[config.mk]
export PLATFORM = sky130hd
export DESIGN_NAME = interrupt_source_queue_flat
export DESIGN_NICKNAME = d
export VERILOG_FILES = /design/src/rtl/core/isq_pkg.sv /design/src/rtl/core/isq_if.sv /design/src/rtl/core/isq_src_ram.sv /design/src/rtl/core/isq_ctrl.sv /design/src/rtl/core/interrupt_source_queue.sv /design/src/flat_wrapper.sv
export SDC_FILE = /design/constraint.sdc
export NUM_CORES = 1
export LEC_CHECK = 0
export BUFFER_PORTS_ARGS = -buffer_cell sky130_fd_sc_hd__buf_4
export CORE_MARGIN = 1.5
export CORE_UTILIZATION = 40
export DETAILED_ROUTE_END_ITERATION = 6
export MAX_ROUTING_LAYER = met4
export PLACE_DENSITY_LB_ADDON = 0.05
export SLEW_MARGIN = 20
export SYNTH_ARGS = -nofsm -noshare
export SYNTH_HDL_FRONTEND = slang
export SYNTH_SLANG_ARGS = --single-unit
[constraint.sdc]
create_clock -name i_clk -period 2.4 [get_ports i_clk]
set_input_delay 0.48 -clock i_clk [delete_from_list [all_inputs] [get_ports i_clk]]
set_output_delay 0.48 -clock i_clk [all_outputs]
set_load 0.02 [all_outputs]
[src/rtl/core/isq_pkg.sv]
`timescale 1ns / 1ps
// ----------------------------------------------------------------------------
// isq_pkg: shared types and constants of the interrupt source queue
// Field widths, action codes and the result word format.
// ----------------------------------------------------------------------------
package isq_pkg;

    localparam int DEV_W           = 4;
    localparam int MASK_W          = 16;
    localparam int NUM_DEVICES_DEF = 16;

    typedef enum logic {
        ACT_REQUEST = 1'b0,
        ACT_READ    = 1'b1
    } t_action;

    typedef struct packed {
        logic             accepted;
        logic             found;
        logic [DEV_W-1:0] source_device;
        logic             more_pending;
    } t_result;

endpackage

[src/rtl/core/isq_if.sv]
`timescale 1ns / 1ps
// ----------------------------------------------------------------------------
// isq_in_if / isq_out_if: valid/ready channels of the interrupt source queue
// Request/read words in, result words out.
// ----------------------------------------------------------------------------
interface isq_in_if import isq_pkg::*; ();
    logic             valid;
    logic             ready;
    t_action          action;
    logic [DEV_W-1:0] device;

    modport source (output valid, action, device, input ready);
    modport sink   (input valid, action, device, output ready);
endinterface

interface isq_out_if import isq_pkg::*; ();
    logic             valid;
    logic             ready;
    logic             accepted;
    logic             found;
    logic [DEV_W-1:0] source_device;
    logic             more_pending;

    modport source (output valid, accepted, found, source_device, more_pending, input ready);
    modport sink   (input valid, accepted, found, source_device, more_pending, output ready);
endinterface

[src/rtl/core/isq_src_ram.sv]
`timescale 1ns / 1ps
// ----------------------------------------------------------------------------
// isq_src_ram: device number storage of the queue
// One write port, one registered read port, write data forwarded on a
// same-address collision.
// ----------------------------------------------------------------------------
module isq_src_ram import isq_pkg::*; #(
    parameter int DEPTH  = NUM_DEVICES_DEF,
    parameter int ADDR_W = $clog2(DEPTH)
) (
    input  logic              i_clk,
    input  logic              i_we,
    input  logic [ADDR_W-1:0] i_waddr,
    input  logic [DEV_W-1:0]  i_wdata,
    input  logic [ADDR_W-1:0] i_raddr,
    output logic [DEV_W-1:0]  o_rdata
);

    logic [DEV_W-1:0] r_mem [DEPTH];
    logic [DEV_W-1:0] r_rdata;

    always_ff @(posedge i_clk) begin
        if (i_we) begin
            r_mem[i_waddr] <= i_wdata;
        end
    end

    always_ff @(posedge i_clk) begin
        if (i_we && (i_waddr == i_raddr)) begin
            r_rdata <= i_wdata;
        end else begin
            r_rdata <= r_mem[i_raddr];
        end
    end

    assign o_rdata = r_rdata;

endmodule

[src/rtl/core/isq_ctrl.sv]
`timescale 1ns / 1ps
// ----------------------------------------------------------------------------
// isq_ctrl: pending flags, queue pointers and enable register
// Decides push or pop for one word and forms its result.
// ----------------------------------------------------------------------------
module isq_ctrl import isq_pkg::*; #(
    parameter int NUM_DEVICES = NUM_DEVICES_DEF
) (
    input  logic              i_clk,
    input  logic              i_rst_n,
    input  logic              i_cfg_we,
    input  logic [MASK_W-1:0] i_cfg_data,
    input  logic              i_fire,
    input  t_action           i_action,
    input  logic [DEV_W-1:0]  i_device,
    output t_result           o_result
);

    localparam int PTR_W = $clog2(NUM_DEVICES);
    localparam int CNT_W = $clog2(NUM_DEVICES + 1);

    logic [NUM_DEVICES-1:0] r_pending, n_pending;
    logic [PTR_W-1:0]       r_head, n_head;
    logic [PTR_W-1:0]       r_tail, n_tail;
    logic [CNT_W-1:0]       r_count, n_count;
    logic [MASK_W-1:0]      r_enable;

    logic [PTR_W-1:0] dev_idx;
    logic [PTR_W-1:0] pop_idx;
    logic [DEV_W-1:0] head_data;
    logic             dev_ok;
    logic             push_ok;
    logic             pop_ok;

    function automatic logic [PTR_W-1:0] ptr_inc(input logic [PTR_W-1:0] ptr);
        return (ptr == PTR_W'(NUM_DEVICES - 1)) ? '0 : ptr + PTR_W'(1);
    endfunction

    assign dev_idx = PTR_W'(i_device);
    assign pop_idx = PTR_W'(head_data);
    assign dev_ok  = 32'(i_device) < 32'(NUM_DEVICES);

    assign push_ok = i_fire && (i_action == ACT_REQUEST) && dev_ok
                     && r_enable[i_device] && !r_pending[dev_idx]
                     && (r_count < CNT_W'(NUM_DEVICES));
    assign pop_ok  = i_fire && (i_action == ACT_READ) && (r_count != '0);

    always_comb begin
        n_pending = r_pending;
        n_head    = r_head;
        n_tail    = r_tail;
        n_count   = r_count;
        if (push_ok) begin
            n_pending[dev_idx] = 1'b1;
            n_tail             = ptr_inc(r_tail);
            n_count            = r_count + CNT_W'(1);
        end
        if (pop_ok) begin
            n_pending[pop_idx] = 1'b0;
            n_head             = ptr_inc(r_head);
            n_count            = r_count - CNT_W'(1);
        end
    end

    always_ff @(posedge i_clk) begin
        if (!i_rst_n) begin
            r_pending <= '0;
            r_head    <= '0;
            r_tail    <= '0;
            r_count   <= '0;
            r_enable  <= '0;
        end else begin
            r_pending <= n_pending;
            r_head    <= n_head;
            r_tail    <= n_tail;
            r_count   <= n_count;
            if (i_cfg_we) begin
                r_enable <= i_cfg_data;
            end
        end
    end

    // read port tracks the head so the oldest entry is ready every cycle
    isq_src_ram #(
        .DEPTH  (NUM_DEVICES),
        .ADDR_W (PTR_W)
    ) u_ram (
        .i_clk   (i_clk),
        .i_we    (push_ok),
        .i_waddr (r_tail),
        .i_wdata (i_device),
        .i_raddr (n_head),
        .o_rdata (head_data)
    );

    always_comb begin
        o_result               = '0;
        o_result.accepted      = push_ok;
        o_result.found         = pop_ok;
        o_result.source_device = pop_ok ? head_data : '0;
        o_result.more_pending  = pop_ok && (r_count != CNT_W'(1));
    end

endmodule

[src/rtl/core/interrupt_source_queue.sv]
`timescale 1ns / 1ps
// ----------------------------------------------------------------------------
// interrupt_source_queue: deduplicating FIFO of interrupting devices
// Queues each enabled device at most once and hands them out oldest first.
// ----------------------------------------------------------------------------
// Usage:
//   i_in carries one word per request (action 0, device) or read (action 1).
//   o_out returns one result word for every input word, in order.
//   i_cfg_we/i_cfg_data write the 16-bit enable mask; write only when idle.
// Timing:
//   A word accepted into the input register is decided there and stored in the
//   output register once that register is free, and is shown from then on;
//   one word per cycle sustained while o_out is not stalled. The pending flags,
//   pointers and the registered head-of-queue memory read are all updated
//   together with the output register when the word is decided.
// Reset:
//   Clears the pending flags, pointers, count, enable mask and both valid
//   bits; queue memory contents are left as they are.
// Backpressure:
//   While o_out is stalled the result holds; the input register still takes
//   one more word, then i_in.ready drops until the result is taken.
// ----------------------------------------------------------------------------
module interrupt_source_queue import isq_pkg::*; #(
    parameter int NUM_DEVICES = NUM_DEVICES_DEF
) (
    input  logic              i_clk,
    input  logic              i_rst_n,
    input  logic              i_cfg_we,
    input  logic [MASK_W-1:0] i_cfg_data,
    isq_in_if.sink            i_in,
    isq_out_if.source         o_out
);

    logic             r_in_valid;
    t_action          r_action;
    logic [DEV_W-1:0] r_device;
    logic             r_out_valid;
    t_result          r_result;
    t_result          n_result;
    logic             proc_fire;

    assign proc_fire  = r_in_valid && (!r_out_valid || o_out.ready);
    assign i_in.ready = !r_in_valid || proc_fire;

    always_ff @(posedge i_clk) begin
        if (!i_rst_n) begin
            r_in_valid  <= 1'b0;
            r_out_valid <= 1'b0;
        end else begin
            if (i_in.ready) begin
                r_in_valid <= i_in.valid;
            end
            if (proc_fire) begin
                r_out_valid <= 1'b1;
            end else if (o_out.ready) begin
                r_out_valid <= 1'b0;
            end
        end
    end

    always_ff @(posedge i_clk) begin
        if (i_in.valid && i_in.ready) begin
            r_action <= i_in.action;
            r_device <= i_in.device;
        end
        if (proc_fire) begin
            r_result <= n_result;
        end
    end

    isq_ctrl #(
        .NUM_DEVICES (NUM_DEVICES)
    ) u_ctrl (
        .i_clk      (i_clk),
        .i_rst_n    (i_rst_n),
        .i_cfg_we   (i_cfg_we),
        .i_cfg_data (i_cfg_data),
        .i_fire     (proc_fire),
        .i_action   (r_action),
        .i_device   (r_device),
        .o_result   (n_result)
    );

    assign o_out.valid         = r_out_valid;
    assign o_out.accepted      = r_result.accepted;
    assign o_out.found         = r_result.found;
    assign o_out.source_device = r_result.source_device;
    assign o_out.more_pending  = r_result.more_pending;

endmodule

[src/flat_wrapper.sv]
// flat-port wrapper written by rule: the top's interface ports become plain ports
module interrupt_source_queue_flat import isq_pkg::*;
#(
    parameter int NUM_DEVICES = NUM_DEVICES_DEF
)
  (i_clk, i_rst_n, i_cfg_we, i_cfg_data, i_in_valid, i_in_action, i_in_device, i_in_ready, o_out_valid, o_out_accepted, o_out_found, o_out_source_device, o_out_more_pending, o_out_ready);
  isq_in_if i_in_i ();
  isq_out_if o_out_i ();
  input  logic i_clk;
  input  logic i_rst_n;
  input  logic i_cfg_we;
  input  logic [MASK_W-1:0] i_cfg_data;
  input wire logic [$bits(i_in_i.valid)-1:0] i_in_valid;
  input wire logic [$bits(i_in_i.action)-1:0] i_in_action;
  input wire logic [$bits(i_in_i.device)-1:0] i_in_device;
  output wire logic [$bits(i_in_i.ready)-1:0] i_in_ready;
  output wire logic [$bits(o_out_i.valid)-1:0] o_out_valid;
  output wire logic [$bits(o_out_i.accepted)-1:0] o_out_accepted;
  output wire logic [$bits(o_out_i.found)-1:0] o_out_found;
  output wire logic [$bits(o_out_i.source_device)-1:0] o_out_source_device;
  output wire logic [$bits(o_out_i.more_pending)-1:0] o_out_more_pending;
  input wire logic [$bits(o_out_i.ready)-1:0] o_out_ready;
  assign i_in_i.valid = i_in_valid;
  assign i_in_i.action = i_in_action;
  assign i_in_i.device = i_in_device;
  assign i_in_ready = i_in_i.ready;
  assign o_out_valid = o_out_i.valid;
  assign o_out_accepted = o_out_i.accepted;
  assign o_out_found = o_out_i.found;
  assign o_out_source_device = o_out_i.source_device;
  assign o_out_more_pending = o_out_i.more_pending;
  assign o_out_i.ready = o_out_ready;
  interrupt_source_queue #(.NUM_DEVICES(NUM_DEVICES)) u_core (.i_clk(i_clk), .i_rst_n(i_rst_n), .i_cfg_we(i_cfg_we), .i_cfg_data(i_cfg_data), .i_in(i_in_i), .o_out(o_out_i));
endmodule
==> impl_metrics.csv <==
group,metric,value,unit
grt,grt_first_pass_wirelength,22300,um
clocking,clock_path_buffers,2,
worst_setup_path,worst-endpoint-arrival,2660,ps
worst_setup_path,crit_buf_inv,1,
power,ir_drop,509,uV
synth,synth_top_flop_cell,"sky130_fd_sc_hd__edfxtp_1",
timing,finalSetupViolCount,0,
worst_setup_path,crit_path_max_incr_delay,560,ps
timing,fin_crit,2360,ps
placed_design,gpl.final_weighted_congestion,0.837,
clocking,tritoncts.num_buffers,17,
timing,max-slew-margin-rel,0.641,
synth,synthesis.instances,426,
power,pwr_density_cell,760,nW/um^2
routing,drt_iter0_drc,220,
floorplanning,design.portCount,35,
synth,ys_warn_count,0,
timing,final.setup.tns,0,ps
cells_and_area,area_delta_synth_final,26.2,%
timing,period_share,0.983,
worst_setup_path,worstSetupEndpointType,"register",
worst_setup_path,worst_r2r_startpoint,"u_core.r_device[3]$_DFFE_PP_",
placed_design,placed_cell_area,6550,sq um
timing,fin_hold_ws,232,ps
cells_and_area,final_core_util,0.517,
floorplanning,fp.dieArea,15000,sq um
synth,post-synth-top-count-cell,"sky130_fd_sc_hd__edfxtp_1",
worst_setup_path,critical_path.top_delay_family,"multiplexers",
timing,maxClockFrequency,424,MHz
cells_and_area,design.final.nets,543,
synth,synth_common_cells,"sky130_fd_sc_hd__edfxtp_1 (76), sky130_fd_sc_hd__dfxtp_1 (51), sky130_fd_sc_hd__mux2i_1 (34)",
synth,postSynthNetCount,461,
timing,max_slew.worst_pin.slew,534,ps
floorplanning,die-width,123,um
floorplanning,floorplan.initialDensity,0.410,
synth,synthesis.area,5710,sq um
routing,vias_per_cell,5.55,
synth,synth_cell_type_count,62,
placed_design,place_inst,667,
grt,grt_pass1_vias,3875,
clocking,clk_pin_slew_worst_paths,60,ps
placed_design,place.port_buffers,34,
worst_setup_path,ordered_cell_list_for_the_critical_path,"mux4_2, or2_1, a32o_2, buf_8, and4b_1, o221a_1",
run_status,status,"finished clean",
timing,hold_viol,0,
synth,synth_area_leaders,"sky130_fd_sc_hd__edfxtp_1 (40%), sky130_fd_sc_hd__dfxtp_1 (18%), sky130_fd_sc_hd__mux4_2 (7.1%)",
cells_and_area,n_fill_cell,1187,
routing,avgRoutedWirePerCell,20.0,um
floorplanning,die_height,123,um
synth,yosysTopAreaCellShare,0.399,
power,leakagePower,0.00279,uW
clocking,cts_tree,"done",
cells_and_area,post_layout_nonfiller_instances,701,
grt,initial_antenna_violation_count,0,
worst_hold_path,hold_class,"in -> reg",
floorplanning,row_count,43,
synth,async_reset_ff_frac,0,
clocking,clkSinkCount,127,
synth,synth_edf_count,76,
synth,post_synthesis_sequential_area_ratio,0.578,
clocking,clk-insertion-delay-late,430,ps
routing,number_of_routed_nets_with_antenna_violations,0,
synth,synth.ff_latch_count,127,
routing,via_count,3892,
grt,maximum_number_of_pins_on_one_net_before_global_route_repair,29,
cells_and_area,design_area,7210,sq um
routing,number_of_design_rule_violations_left_after_detail_routing,0,
floorplanning,coreArea,13900,sq um
cells_and_area,insertedDiodeCount,0,
synth,syn_area_per_cell,13.4,sq um
timing,rsz0062_at_grt,"yes",
timing,timing.final.max_slew_violations,0,
worst_hold_path,min_from,"i_in_device[3]",
synth,synth_largest_area_cell,"sky130_fd_sc_hd__edfxtp_1",
clocking,ctsHoldBuffers,0,
worst_setup_path,critical_path.slowest_cell,"sky130_fd_sc_hd__mux4_2",
worst_setup_path,setup_crit_start_kind,"register",
worst_setup_path,cp_data_required_time,2700,ps
routing,drtPass1Iterations,4,
timing,skew,12.6,ps
placed_design,dp_hpwl,10200,um
routing,wl_final,14000,um
grt,global_route.overflow_total,0,
worst_setup_path,critical_path.startpoint,"u_core.r_device[3]$_DFFE_PP_",
flow_run,cap_viol_max_count,0,
grt,gr-usage-all-layers,0.211,
clocking,clk_root_buffer_cell,"sky130_fd_sc_hd__clkbuf_16",
worst_setup_path,critical_path_peak_fanout,20,
clocking,cts_htree_levels,4,
cells_and_area,layout-drive-gt1-share,0.336,
worst_setup_path,crit_type,"reg -> reg",
-- state kept, by name (all words and copies together) (netlist names), 4 cells and up, named ones only --
name                        flops
u_core.u_ctrl.u_ram.r_mem      64
u_core.u_ctrl.r_tail            4
u_core.u_ctrl.r_count           5
u_core.o_out.source_device      4
u_core.r_device                 4
u_core.u_ctrl.r_head            4
u_core.u_ctrl.r_pending        16
u_core.u_ctrl.r_enable         16
-- repair_timing --
item | CTS | global route
setup buffers | 0 | 2
resized for setup | 5 | 14
setup endpoints to repair | 25 | 74
pin swaps | 1 | 3
-- layout make-up --
cell class	count	area (sq um)	area share
sequential	127	3300	0.458
multi-input combinational	263	2370	0.329
timing repair buffer	86	682	0.0946
clock buffer	18	429	0.0595
tap	180	225	0.0312
clock inverter	14	149	0.0207
inverter	13	51.3	0.00712
-- placed cells by master (no fill, tap or decap), drive strengths merged, types with 5 or more instances in the layout --
master   n
buf     86
edfxtp  76
dfxtp   51
mux2i   34
nor2    30
mux4    21
inv     21
clkbuf  18
and3    17
nand2   16
and2    14
ha       9
nand2b   8
a21oi    8
nor2b    8
nor3     8
a41o     7
o211a    7
or2      7
a41oi    6
nand4    5
a31oi    5
-- stage by stage --
step | total power [uW] | setup WS [ps]
floorplan | 2760 | -97.2
global placement | 2960 | -72.6
detailed placement | 2970 | -73.9
CTS | 5500 | 3.68
global route | 5670 | -66.4
finish | 5480 | 41.6
-- per-layer routing --
layer,global-route usage,vias up,wire [um]
met5,-,-,0
met4,0.0741,0,141
met2,0.299,110,6290
met3,0.0474,14,712
li1,-,1828,-
met1,0.298,1940,6900
-- final timing paths --
path	cells past startpoint	end	slack, ps
worst min register to register	1	register	480
worst max register to register	6	u_core.u_ctrl.r_pending[9]$_SDFF_PN0_	40
worst min-delay path	1	u_core.r_device[3]$_DFFE_PP_	230
worst max-delay path	6	u_core.u_ctrl.r_pending[9]$_SDFF_PN0_	40
-- power by group --
group	internal, uW	switching [uW]	leakage, uW	total, uW
Sequential	2360	56.0	0.00111	2420
Combinational	246	279	0.00140	525
Clock	1470	1070	0.000284	2530
-- logic make-up (layout without fill, tap and decap cells) --
kind of cell / after synthesis / after routing / synth area share
AND/OR/NAND/NOR: 130 / 130 / 0.125
AO/OA/AOI/OAI: 66 / 66 / 0.0970
XOR/XNOR: 1 / 1 / 0.00153
multiplexers: 57 / 57 / 0.148
buffers and inverters: 36 / 131 / 0.0307
adder cells (fa/ha/maj): 9 / 9 / 0.0197
flip-flops: 127 / 127 / 0.578
Power figures use the tool's default switching activity.
